$ cat config.mk
export PLATFORM = sky130hd
export DESIGN_NAME = fir_rs_scale
export DESIGN_NICKNAME = d
export VERILOG_FILES = /design/src/rtl/fir_rs_pkg.sv /design/src/rtl/fir_rs_scale.sv
export SDC_FILE = /design/constraint.sdc
export NUM_CORES = 1
export LEC_CHECK = 0
export BUFFER_PORTS_ARGS = -buffer_cell sky130_fd_sc_hd__buf_4
export CORE_MARGIN = 2
export CORE_UTILIZATION = 39
export CTS_BUF_LIST = sky130_fd_sc_hd__clkbuf_8 sky130_fd_sc_hd__clkbuf_16
export DETAILED_ROUTE_END_ITERATION = 8
export PLACE_DENSITY_LB_ADDON = 0.05
export SLEW_MARGIN = 10
export SYNTH_ARGS = -nofsm -noshare
export SYNTH_HDL_FRONTEND = slang
export SYNTH_SLANG_ARGS = --single-unit
$ cat constraint.sdc
create_clock -name clock -period 6.4 [get_ports clock]
set_input_delay 0.32 -clock clock [delete_from_list [all_inputs] [get_ports clock]]
set_output_delay 0.32 -clock clock [all_outputs]
set_load 0.05 [all_outputs]
$ cat src/rtl/fir_rs_pkg.sv
`default_nettype none

package fir_rs_pkg;

   // Sample and coefficient formats.
   localparam int SAMPLE_W = 8;
   localparam int COEF_W = 8;
   localparam int PROD_W = SAMPLE_W + COEF_W;

   // Coefficient banks: eight signed bytes to a 64-bit register.
   localparam int BANK_W = 64;
   localparam int COEF_PER_BANK = BANK_W / COEF_W;
   localparam int NUM_BANKS = 4;

   // Accumulator holds 32 full-scale products without overflow.
   localparam int ACC_W = 21;

   // Rounding and shifting run on a wider word so that the rounding term
   // for any 5-bit shift fits.
   localparam int SHIFT_W = 5;
   localparam int ROUND_W = 32;
   localparam logic [SHIFT_W-1:0] SHIFT_RESET = 5'd7;

   // Saturation limits of the output sample.
   localparam logic signed [ROUND_W-1:0] SAT_HI = 32'sd127;
   localparam logic signed [ROUND_W-1:0] SAT_LO = -32'sd128;

   // Configuration register indexes.
   localparam int CSR_IDX_W = 3;
   localparam logic [CSR_IDX_W-1:0] CSR_COEFF_BANK_0 = 3'd0;
   localparam logic [CSR_IDX_W-1:0] CSR_COEFF_BANK_1 = 3'd1;
   localparam logic [CSR_IDX_W-1:0] CSR_COEFF_BANK_2 = 3'd2;
   localparam logic [CSR_IDX_W-1:0] CSR_COEFF_BANK_3 = 3'd3;
   localparam logic [CSR_IDX_W-1:0] CSR_SCALE_SHIFT = 3'd4;

   // Partial sum and its marker, handed from one cell to the next.
   typedef struct packed {
      logic                    tok;
      logic signed [ACC_W-1:0] sum;
   } link_type;

endpackage

`default_nettype wire

$ cat src/rtl/fir_rs_scale.sv
`default_nettype none

module fir_rs_scale
   import fir_rs_pkg::*;
(
   input  wire logic                 clock,
   input  wire logic                 reset,
   input  wire link_type             link_in,
   input  wire logic [SHIFT_W-1:0]   shift,
   output logic                      res_valid,
   output logic [SAMPLE_W-1:0]       res_sample
);

   logic [ROUND_W-1:0]        term;
   logic signed [ROUND_W-1:0] rnd_in;
   logic signed [ROUND_W-1:0] rnd_ff;
   logic                      vld_ff;
   logic signed [ROUND_W-1:0] shifted;

   // Add half of the shift's weight so that the floor shift rounds to nearest.
   always_comb begin
      if (shift == '0) begin
         term = '0;
      end else begin
         term = ROUND_W'(1) << (shift - SHIFT_W'(1));
      end
      rnd_in = $signed({{(ROUND_W-ACC_W){link_in.sum[ACC_W-1]}}, link_in.sum} + term);
   end

   always_ff @(posedge clock) begin
      if (link_in.tok) begin
         rnd_ff <= rnd_in;
      end
   end

   always_ff @(posedge clock) begin
      if (reset) begin
         vld_ff <= 1'b0;
      end else begin
         vld_ff <= link_in.tok;
      end
   end

   // Arithmetic shift, then clamp to the 8-bit range.
   always_comb begin
      shifted = rnd_ff >>> shift;
      if (shifted > SAT_HI) begin
         res_sample = SAT_HI[SAMPLE_W-1:0];
      end else if (shifted < SAT_LO) begin
         res_sample = SAT_LO[SAMPLE_W-1:0];
      end else begin
         res_sample = shifted[SAMPLE_W-1:0];
      end
   end

   assign res_valid = vld_ff;

endmodule

`default_nettype wire

==> out/metrics.cfg <==
[synth]
postSynthCellCount=516
synth_cell_types=64
avgSynthCellArea_um2=8.80
yosysWarnings=0
synth-main-ff-cell=edfxtp_1
synth_seq_cells=33
synth_edf_count=32
seq_area_frac_synth=0.216
syn_area_um2=4540
synth_async_sr_flop_share=0
syn-num-nets=577

[pwr]
p_leak_nw=2.12
powerDensity_nw_per_um2=172
ir_worst_vdd_mv=0.0894

[finish]
mostFrequentLayoutCells=nand2_1, a21oi_1, nor2_1, buf_4, edfxtp_1
fillers=1149
n_antenna_cell=0
multi_input_area_um2=3310
layout-drive-gt1-share=0.152
nNetsFinal=593
mostFrequentLayoutCell=nand2_1
stdcell_count=676
regArea_um2=981
area_delta_synth_final_pct=9.14

[critical_path]
critPathRequiredTime_ns=6.43
startpoint_type=input port
crit_path_top_delay_cell=clkinv_1
endpoint_kind=flop
path_buf_inv=2
cp_cell_sequence=buf_4, clkinv_1, nand2_1, nor2_1, ha_1, fa_1, a211oi_1, o21bai_1, a41oi_1, o22ai_1, a22oi_1, o21ai_0, a21o_1, a21oi_1, xnor2_1
cp_slowest_stage_delay_ns=0.54
path_class=in2reg
worstPathArrival_ns=4.45
crit_family=compound AO/OA/AOI/OAI gates
path_max_fanout=38

[sta]
worst-slew-pin-transition_ns=0.679
final-max-slew-violation-count=0
grt_setup_unrepaired=no
fmax_mhz=226
min_period_ns=4.42
fin_crit_sh=0.691
fin_tns_setup_ns=0
finalHoldViolations=0
finalSetupViolations=0
slew_headroom=0.547

[floorplanning]
core_um2=11400
dieArea_um2=12500
die_h_um=112
ioPinCount=38
rows=39
initial_utilization=0.400
die_w_um=112

[clock_tree]
htreeDepth=2
cts_sinks=33
cts_resized=0
post-cts-setup-buffers=0
cts_buffers=5
cts-root-buf=clkbuf_16
cts_buffer_depth=2
clk_pin_slew_ns=0.05
cts_tree=yes
cts_hold_buf=0

[global_route]
grt_pass1_wl_um=19900
grt_usage=0.200
grt-ovfl-total=0
grt_antenna_before_repair=0
grt_max_degree=51
grt_pass1_vias=3779

[job]
maxCapViolCount=0

[placement]
place_congestion=0.898
dp_hpwl_um=9770
port_buffers=37
dp_cells=668

[route]
dr.pass1.iters=4
vias_per_cell=5.79
drtIter0Drc=226
drc=0
wire_per_inst_um=18.4
wirelength_um=12500
num_vias=3916
ant_nets=0

[status]
status=finished clean

[min_path]
hp-class=in2reg

-- cell families after synthesis --
logic type               after synthesis  synth area share
adder cells (fa/ha/maj)               32            0.0898
AO/OA/AOI/OAI                        152             0.212
XOR/XNOR                              28            0.0540
AND/OR/NAND/NOR                      168             0.167
multiplexers                          62             0.207
flip-flops                            33             0.216
buffers and inverters                 41            0.0545
-- power breakdown --
group          internal, mW  switching [mW]  total, mW
Clock                 0.164          0.0856      0.250
Sequential            0.263          0.0218      0.285
Combinational         0.132           0.188      0.320
Total                 0.560           0.295      0.855
-- per-layer routing --
layer  track usage  part of all wire  vias up
met4        0.0634             0.016        0
met3        0.0201             0.032       13
li1              -                 -     1978
met2         0.324              0.47       71
met1         0.282              0.48     1854
met5             0                 0        -
-- registers in the layout, summed over array words and instances (netlist names) --
name	flops
rnd_ff	32
res_valid	1
-- worst paths after layout --
path | from | endpoint | slack (ns) | cells after the start
setup / recovery | shift[3] | rnd_ff[20] | 1.98 | 15
hold / removal | reset | res_valid | 0.19 | 2
-- cells in the mapped netlist (10+ instances only) --
master    instances  area [um^2]
nand2_1          61          229
a21oi_1          54          270
nor2_1           47          176
edfxtp_1         32          961
ha_1             31          388
mux2i_1          30          300
o21ai_0          23          115
xnor2_1          21          184
nor3_1           17         85.1
a21o_1           14          105
mux4_1           11          289
inv_1            10         37.5
-- final cells by class --
class                   count  share of cell area
clock buffers               7              0.0308
flip-flops and latches     33               0.198
well taps                 143              0.0361
repair buffers             37              0.0560
inverters                  13             0.00984
clock inverters             1             0.00101
multi-input cells         442               0.668
-- metrics by stage --
stage / util / hold WS, ns / setup WS, ns / cell area (um^2) / power [mW]
finish: 0.436 / 0.190 / 1.98 / 4960 / 0.855
CTS: 0.436 / 0.183 / 1.97 / 4960 / 0.863
detailed placement: 0.422 / 0.480 / 1.71 / 4800 / 0.610
floorplan: - / 0.392 / 2.63 / 4540 / 0.523
global placement: 0.422 / 0.476 / 1.90 / 4800 / 0.610
global route: 0.436 / 0.185 / 1.55 / 4960 / 0.906
Note: power is estimated with default switching activity, not from simulation.
