==> src/rtl/fir_rs_pkg.sv <==
`default_nettype none

package fir_rs_pkg;

   // Sample and coefficient formats.
   localparam int SAMPLE_W = 8;
   localparam int COEF_W = 8;
   localparam int PROD_W = SAMPLE_W + COEF_W;

   // Coefficient banks: eight signed bytes to a 64-bit register.
   localparam int BANK_W = 64;
   localparam int COEF_PER_BANK = BANK_W / COEF_W;
   localparam int NUM_BANKS = 4;

   // Accumulator holds 32 full-scale products without overflow.
   localparam int ACC_W = 21;

   // Rounding and shifting run on a wider word so that the rounding term
   // for any 5-bit shift fits.
   localparam int SHIFT_W = 5;
   localparam int ROUND_W = 32;
   localparam logic [SHIFT_W-1:0] SHIFT_RESET = 5'd7;

   // Saturation limits of the output sample.
   localparam logic signed [ROUND_W-1:0] SAT_HI = 32'sd127;
   localparam logic signed [ROUND_W-1:0] SAT_LO = -32'sd128;

   // Configuration register indexes.
   localparam int CSR_IDX_W = 3;
   localparam logic [CSR_IDX_W-1:0] CSR_COEFF_BANK_0 = 3'd0;
   localparam logic [CSR_IDX_W-1:0] CSR_COEFF_BANK_1 = 3'd1;
   localparam logic [CSR_IDX_W-1:0] CSR_COEFF_BANK_2 = 3'd2;
   localparam logic [CSR_IDX_W-1:0] CSR_COEFF_BANK_3 = 3'd3;
   localparam logic [CSR_IDX_W-1:0] CSR_SCALE_SHIFT = 3'd4;

   // Partial sum and its marker, handed from one cell to the next.
   typedef struct packed {
      logic                    tok;
      logic signed [ACC_W-1:0] sum;
   } link_type;

endpackage

`default_nettype wire

==> src/rtl/fir_rs_cell.sv <==
`default_nettype none

module fir_rs_cell
   import fir_rs_pkg::*;
(
   input  wire logic                       clock,
   input  wire logic                       reset,
   input  wire logic                       shift_en,
   input  wire logic signed [SAMPLE_W-1:0] smp_in,
   input  wire logic signed [COEF_W-1:0]   coef,
   input  wire link_type                   link_in,
   output logic signed [SAMPLE_W-1:0]      smp_out,
   output link_type                        link_out
);

   logic signed [SAMPLE_W-1:0] smp_ff;
   logic signed [PROD_W-1:0]   prod;
   logic signed [ACC_W-1:0]    sum_in;
   logic signed [ACC_W-1:0]    sum_ff;
   logic                       tok_ff;

   // The sample moves one cell down the chain with every accepted word.
   always_ff @(posedge clock) begin
      if (shift_en) begin
         smp_ff <= smp_in;
      end
   end

   // This tap's product is added to the partial sum as it passes.
   always_comb begin
      prod = coef * smp_ff;
      sum_in = link_in.sum + {{(ACC_W-PROD_W){prod[PROD_W-1]}}, prod};
   end

   always_ff @(posedge clock) begin
      if (link_in.tok) begin
         sum_ff <= sum_in;
      end
   end

   always_ff @(posedge clock) begin
      if (reset) begin
         tok_ff <= 1'b0;
      end else begin
         tok_ff <= link_in.tok;
      end
   end

   assign smp_out = smp_ff;
   assign link_out = '{tok: tok_ff, sum: sum_ff};

endmodule

`default_nettype wire

==> config.mk <==
export PLATFORM = sky130hd
export DESIGN_NAME = fir_rs_cell
export DESIGN_NICKNAME = d
export VERILOG_FILES = /design/src/rtl/fir_rs_pkg.sv /design/src/rtl/fir_rs_cell.sv
export SDC_FILE = /design/constraint.sdc
export NUM_CORES = 1
export LEC_CHECK = 0
export ABC_AREA = 1
export BUFFER_PORTS_ARGS = -buffer_cell sky130_fd_sc_hd__buf_2
export CORE_UTILIZATION = 54
export DETAILED_ROUTE_END_ITERATION = 7
export PLACE_DENSITY = 0.79
export REMOVE_ABC_BUFFERS = 1
export SLEW_MARGIN = 20
export SYNTH_ARGS = -nofsm -noshare
export SYNTH_HDL_FRONTEND = slang
export SYNTH_SLANG_ARGS = --single-unit
==> constraint.sdc <==
create_clock -name clock -period 6.9 [get_ports clock]
set_clock_uncertainty 0.05 [all_clocks]
set_input_delay 1.38 -clock clock [delete_from_list [all_inputs] [get_ports clock]]
set_output_delay 1.38 -clock clock [all_outputs]
set_load 0.005 [all_outputs]
==> reports/qor.yml, run 1 <==
finish:
  area_growth_syn_to_layout_pct: 10.8
  final_cell_mix: "170 x inv_1, 148 x nand2_1, 70 x buf_2"
  fill_cells: 782
  diodes: 0
  post-route-util_pct: 62.3
  ff_latch_area_sq_um: 891
  multi_input_area_sq_um: 3350
  final_layout_size_suffix_gt1_share_pct: 14.9
  nets: 854
  final_common_cell: "inv_1"
route:
  drc: 8
  dr_total_vias: 4157
  antenna_left: 0
  via_per_inst: 5.11
  drt_iter0_drc: 274
  wl_um: 10800
  avgRoutedWirePerCell_um: 13.3
  drtPass1Iterations: 8
yosys:
  synth.area.top_cells: "fa_1 23%, edfxtp_1 18%, ha_1 13%, inv_1 13%, nand2_1 11%"
  synth.lib_cells_used.distinct: 34
  synth_top_area_share_pct: 22.6
  synth_edf_count: 29
  synthArstFlopShare_pct: 0
  synthCells: 643
  ys_ff_latch: 30
  seq_area_frac_synth_pct: 18.0
  yosysTopAreaCell: "fa_1"
  ys.flop_type: "edfxtp_1"
  syn_area_sq_um: 4950
  synth_area_per_cell_sq_um: 7.70
  yosys_warnings: 0
timing:
  hold_viol: 0
  slew_headroom_pct: 65.0
  maxSlewViolCount: 0
  timing.fmax_mhz: 152
  setup_viol: 0
  max_slew.worst_pin.slew_ns: 0.524
  post-route-min-period_ns: 6.60
  finalCritPeriodShare_pct: 95.6
floorplan:
  ios: 71
  rows: 34
  die_w_um: 97.8
  die_h_um: 97.8
  coreArea_sq_um: 8810
  die_area_sq_um: 9560
  start_util_pct: 56.2
setup_path:
  crit_path_end_kind: "register"
  r2r_end: "sum_ff[19]"
  startpoint: "coef[0]"
  timing.rr.start: "smp_out[7]"
  crit_arrival_ns: 6.60
  critPathRequiredTime_ns: 6.90
  worst-setup-path-type: "in2reg"
  cp_max_fo: 8
  regToRegSetupSlack_ns: 0.95
  rr_worst_depth: 25
  setup.worst_path.start_class: "primary input"
  cp-endpoint: "sum_ff[19]"
global_route:
  grt_pass1_vias: 4277
  grt_pass1_wl_um: 18800
  grt_overflow: 0
  grt_max_degree: 23
  grt_use_total_pct: 24.3
  antenna_found_initial: 0
clock_tree:
  cts_max_level: 2
  cts_hold_buffers: 0
  clock_sinks: 30
  clock_latency_ns: 0.29
  clk_pin_slew_ns: 0.08
  cts_tree: "yes"
  cts_buffer_depth: 2
  root_buffer: "clkbuf_8"
  cts_made_buffers: 5
placement:
  portBuffers: 70
  gp_congestion: 0.904
  place.detailed.hpwl_um: 9110
outcome:
  violations: "design-rule violations"
  status: "finished, violations left"
run:
  max_cap_viol_count: 0
worst_hold_path:
  hp-class: "reg2reg"
how the worst min path moves through the flow:
stage,slack (ns),start,endpoint,cells after the start
global route,0.99,smp_out[0],sum_ff[0],3
global placement,0.90,smp_out[0],sum_ff[0],3
floorplan,0.72,smp_out[0],sum_ff[0],3
CTS,0.93,smp_out[0],sum_ff[0],3
finish,0.93,smp_out[0],sum_ff[0],3
detailed placement,0.90,smp_out[0],sum_ff[0],3
per-stage QoR:
stage | std cells | area [sq um] | hold WS [ns] | TNS (ns) | worst slack [ns]
floorplan | 627 | 4890 | 0.720 | 0 | 0.584
global placement | 806 | 5380 | 0.897 | 0 | 0.175
detailed placement | 806 | 5380 | 0.896 | 0 | 0.0238
CTS | 814 | 5480 | 0.927 | 0 | 0.315
global route | 814 | 5490 | 0.994 | -0.00700 | -0.00700
finish | 814 | 5490 | 0.930 | 0 | 0.305
logic make-up after synthesis:
family	Yosys count	synth area share, %
xor gates and xnor gates	28	4.95
AOI/OAI and AO/OA	58	7.25
adders and majority gates	108	35.8
and+or+nand+nor	229	19.5
DFF	30	18.0
buffers and inverters	190	14.5
registers in the layout, summed over array words and instances, names as in the netlist:
| register | cells |
|---|---|
| tok_ff | 1 |
| smp_out | 8 |
| sum_ff | 21 |
layout make-up:
cell class | count | share of cell area [%]
clock buffers | 6 | 1.51
inverters | 174 | 11.9
multi-input cells | 423 | 61.1
flip-flops and latches | 30 | 16.2
well taps | 108 | 2.46
repair buffers | 71 | 6.52
clock inverters | 2 | 0.228
synthesized netlist by cell type (all sizes together), types with 2 or more instances:
master / n
inv: 174
nand2: 153
fa: 56
ha: 52
nor2: 40
a21oi: 30
edfxtp: 29
nand3: 25
xor2: 19
o21ai: 16
clkbuf: 15
xnor2: 9
nand4: 5
a21boi: 3
a21o: 3
nor3: 3
a31oi: 2
o21bai: 2
critical path, stage by stage:
cell,delay (ns)
buf_2,0.15
or2_2,0.32
fa_1,0.51
fa_1,0.54
inv_1,0.05
fa_1,0.53
inv_1,0.05
fa_1,0.52
inv_1,0.04
ha_1,0.37
nand3_1,0.09
nand2_1,0.14
nand4_1,0.12
nand2_1,0.12
nand2_1,0.06
a21oi_1,0.17
nor2_1,0.06
nand2_1,0.05
nand2_1,0.07
ha_1,0.41
nand2_2,0.15
nor4_4,0.31
nand4_1,0.13
nand3_1,0.14
xor2_1,0.08
what timing repair did:
action | CTS | global route
setup buffers | 0 | 0
endpoints found under the hold margin | 0 | 0
gates resized for setup | 0 | 2
endpoints found under the setup margin | 0 | 1
per-layer routing:
layer	track usage [%]	routed length (um)	vias up
li1	-	-	2053
met1	30.8	4490	1964
met2	44.0	5550	115
met3	2.58	532	25
met4	6.99	218	0
met5	0	0	-
Power of run 1 is not shown: default switching activity piles up to over one toggle a cycle in this logic, so the estimate is an artifact.
==> run 2, diff against run 1 <==
--- a/config.mk
+++ b/config.mk
@@ -9,6 +9,7 @@
 export BUFFER_PORTS_ARGS = -buffer_cell sky130_fd_sc_hd__buf_2
 export CORE_UTILIZATION = 54
 export DETAILED_ROUTE_END_ITERATION = 7
+export MAX_ROUTING_LAYER = met4
 export PLACE_DENSITY = 0.79
 export REMOVE_ABC_BUFFERS = 1
 export SLEW_MARGIN = 20
==> reports/qor.yml, run 2 (synthesized netlist as in run 1, its figures left out) <==
timing:
  max_slew.worst_pin.slew_ns: 0.525  # +0.000287 ns
  rsz0062_at_grt: "no"
  finalCritPeriodShare_pct: 95.2  # -0.37 points
  setup_viol: 0  # unchanged
  slew_headroom_pct: 65.0  # about the same
  post-route-min-period_ns: 6.57  # -0.0253 ns
  hold_viol: 0  # unchanged
  maxSlewViolCount: 0  # unchanged
  tns_ns: 0  # unchanged
  timing.fmax_mhz: 152  # +0.38%
  fin_hold_ws_ns: 0.931  # +0.000931 ns
clock_tree:
  cts_tree: "yes"
  clk_pin_slew_ns: 0.08  # about the same
  clock_sinks: 30  # unchanged
  clock_latency_ns: 0.29  # about the same
  root_buffer: "clkbuf_8"
  cts_buffer_depth: 2  # unchanged
  cts_setup_buffers: 0  # unchanged
  cts_made_buffers: 5  # unchanged
  postCtsResizedCells: 0  # unchanged
  cts_hold_buffers: 0  # unchanged
  cts_max_level: 2  # unchanged
finish:
  post-route-util_pct: 62.0  # -0.27 points
  largest_reg_flops: 21  # unchanged
  final_common_cell: "inv_1"
  diodes: 0  # unchanged
  area_growth_syn_to_layout_pct: 10.3
  nets: 854  # unchanged
  top_register: "sum_ff"
  final_layout_size_suffix_gt1_share_pct: 14.6  # -0.28 points
  final_cell_mix: "170 x inv_1, 148 x nand2_1, 70 x buf_2"
setup_path:
  startpoint: "coef[0]"
  crit_path_end_kind: "register"
  critPathRequiredTime_ns: 6.90  # about the same
  cp_max_fo: 8  # unchanged
  r2r_end: "sum_ff[20]"
  cp-endpoint: "sum_ff[20]"
  setup.worst_path.start_class: "primary input"
  regToRegSetupSlack_ns: 0.96  # about the same
  cp_common_cell: "inv_1"
  crit_arrival_ns: 6.57  # -0.03 ns
  worst-setup-path-type: "in2reg"
  critPathMaxStageDelay_ns: 0.54  # about the same
  crit_family: "adder cells"
  crit_slowest_cell: "fa_1"
  worst-path-buf-inv: 6  # +2
  timing.rr.start: "smp_out[7]"
  path_depth: 26  # +4.0%
  rr_worst_depth: 26  # +4.0%
floorplan:
  die_w_um: 97.8  # unchanged
  coreArea_sq_um: 8810  # unchanged
  die_h_um: 97.8  # unchanged
  rows: 34  # unchanged
  die_area_sq_um: 9560  # unchanged
  start_util_pct: 56.2  # unchanged
  ios: 71  # unchanged
placement:
  place.detailed.hpwl_um: 8910  # -2.3%
  gp_congestion: 0.934  # +3.3%
  portBuffers: 70  # unchanged
worst_hold_path:
  hp-class: "reg2reg"
global_route:
  grt_pass1_vias: 4274  # -0.070%
  antenna_found_initial: 0  # unchanged
  grt_use_total_pct: 24.5  # +0.16 points
  grt_overflow: 0  # unchanged
  grt_pass1_wl_um: 18400  # -2.0%
  grt_max_degree: 23  # unchanged
route:
  antenna_left: 0  # unchanged
  avgRoutedWirePerCell_um: 12.8  # -3.4%
  drtPass1Iterations: 8  # unchanged
  drt_iter0_drc: 273  # -0.36%
  wl_um: 10400  # -3.4%
  dr_total_vias: 4179  # +0.53%
  via_per_inst: 5.13  # +0.53%
  drc: 7  # -1
outcome:
  status: "finished, violations left"
  violations: "design-rule violations"
run:
  max_cap_viol_count: 0  # unchanged
==> run 2: cell count changes in the layout (fill, tap and decap cells not counted), sizes merged <==
cell	change
clkinv	+1
clkinvlp	-1
==> run 2: area by class of cell <==
type | instances | area, sq um
Multi-Input combinational cell | 423 | 3340
Inverter | 174 | 653
Clock inverter | 2 | 10.0
Tap cell | 108 | 135
Timing Repair Buffer | 71 | 358
Sequential cell | 30 | 891
Fill cell | 775 | 3340
Clock buffer | 6 | 72.6
==> run 2: through the flow <==
stage	cell area [sq um]	cells	setup slack (ns)
6_report	5460	814	0.330
5_1_grt	5460	814	0.00736
4_1_cts	5460	814	0.341
3_5_place_dp	5380	806	0.0342
3_3_place_gp	5380	806	0.170
2_1_floorplan	4890	627	0.584
==> run 2: routing by layer <==
layer	vias up	share of wire [%]	track usage, %
met2	137	50	42.4
met4	0	2.2	7.34
met3	23	5.0	2.22
met5	-	0	-
li1	2055	-	-
met1	1964	42	30.4
==> run 2: how the worst min path moves through the flow <==
stage                from         to  slack (ns)  depth (start not counted)
3_5_place_dp   smp_out[0]  sum_ff[0]        0.90                          3
6_report       smp_out[0]  sum_ff[0]        0.93                          3
4_1_cts        smp_out[0]  sum_ff[0]        0.92                          3
2_1_floorplan  smp_out[0]  sum_ff[0]        0.72                          3
5_1_grt        smp_out[0]  sum_ff[0]        0.96                          3
3_3_place_gp   smp_out[0]  sum_ff[0]        0.90                          3
==> run 2: worst min-delay path, cell delays in order (launching register included) <==
cell      delay (ns)
edfxtp_1        0.54
nand2_1         0.15
inv_1           0.07
ha_1            0.11
Power of run 2 is left out for the same reason.
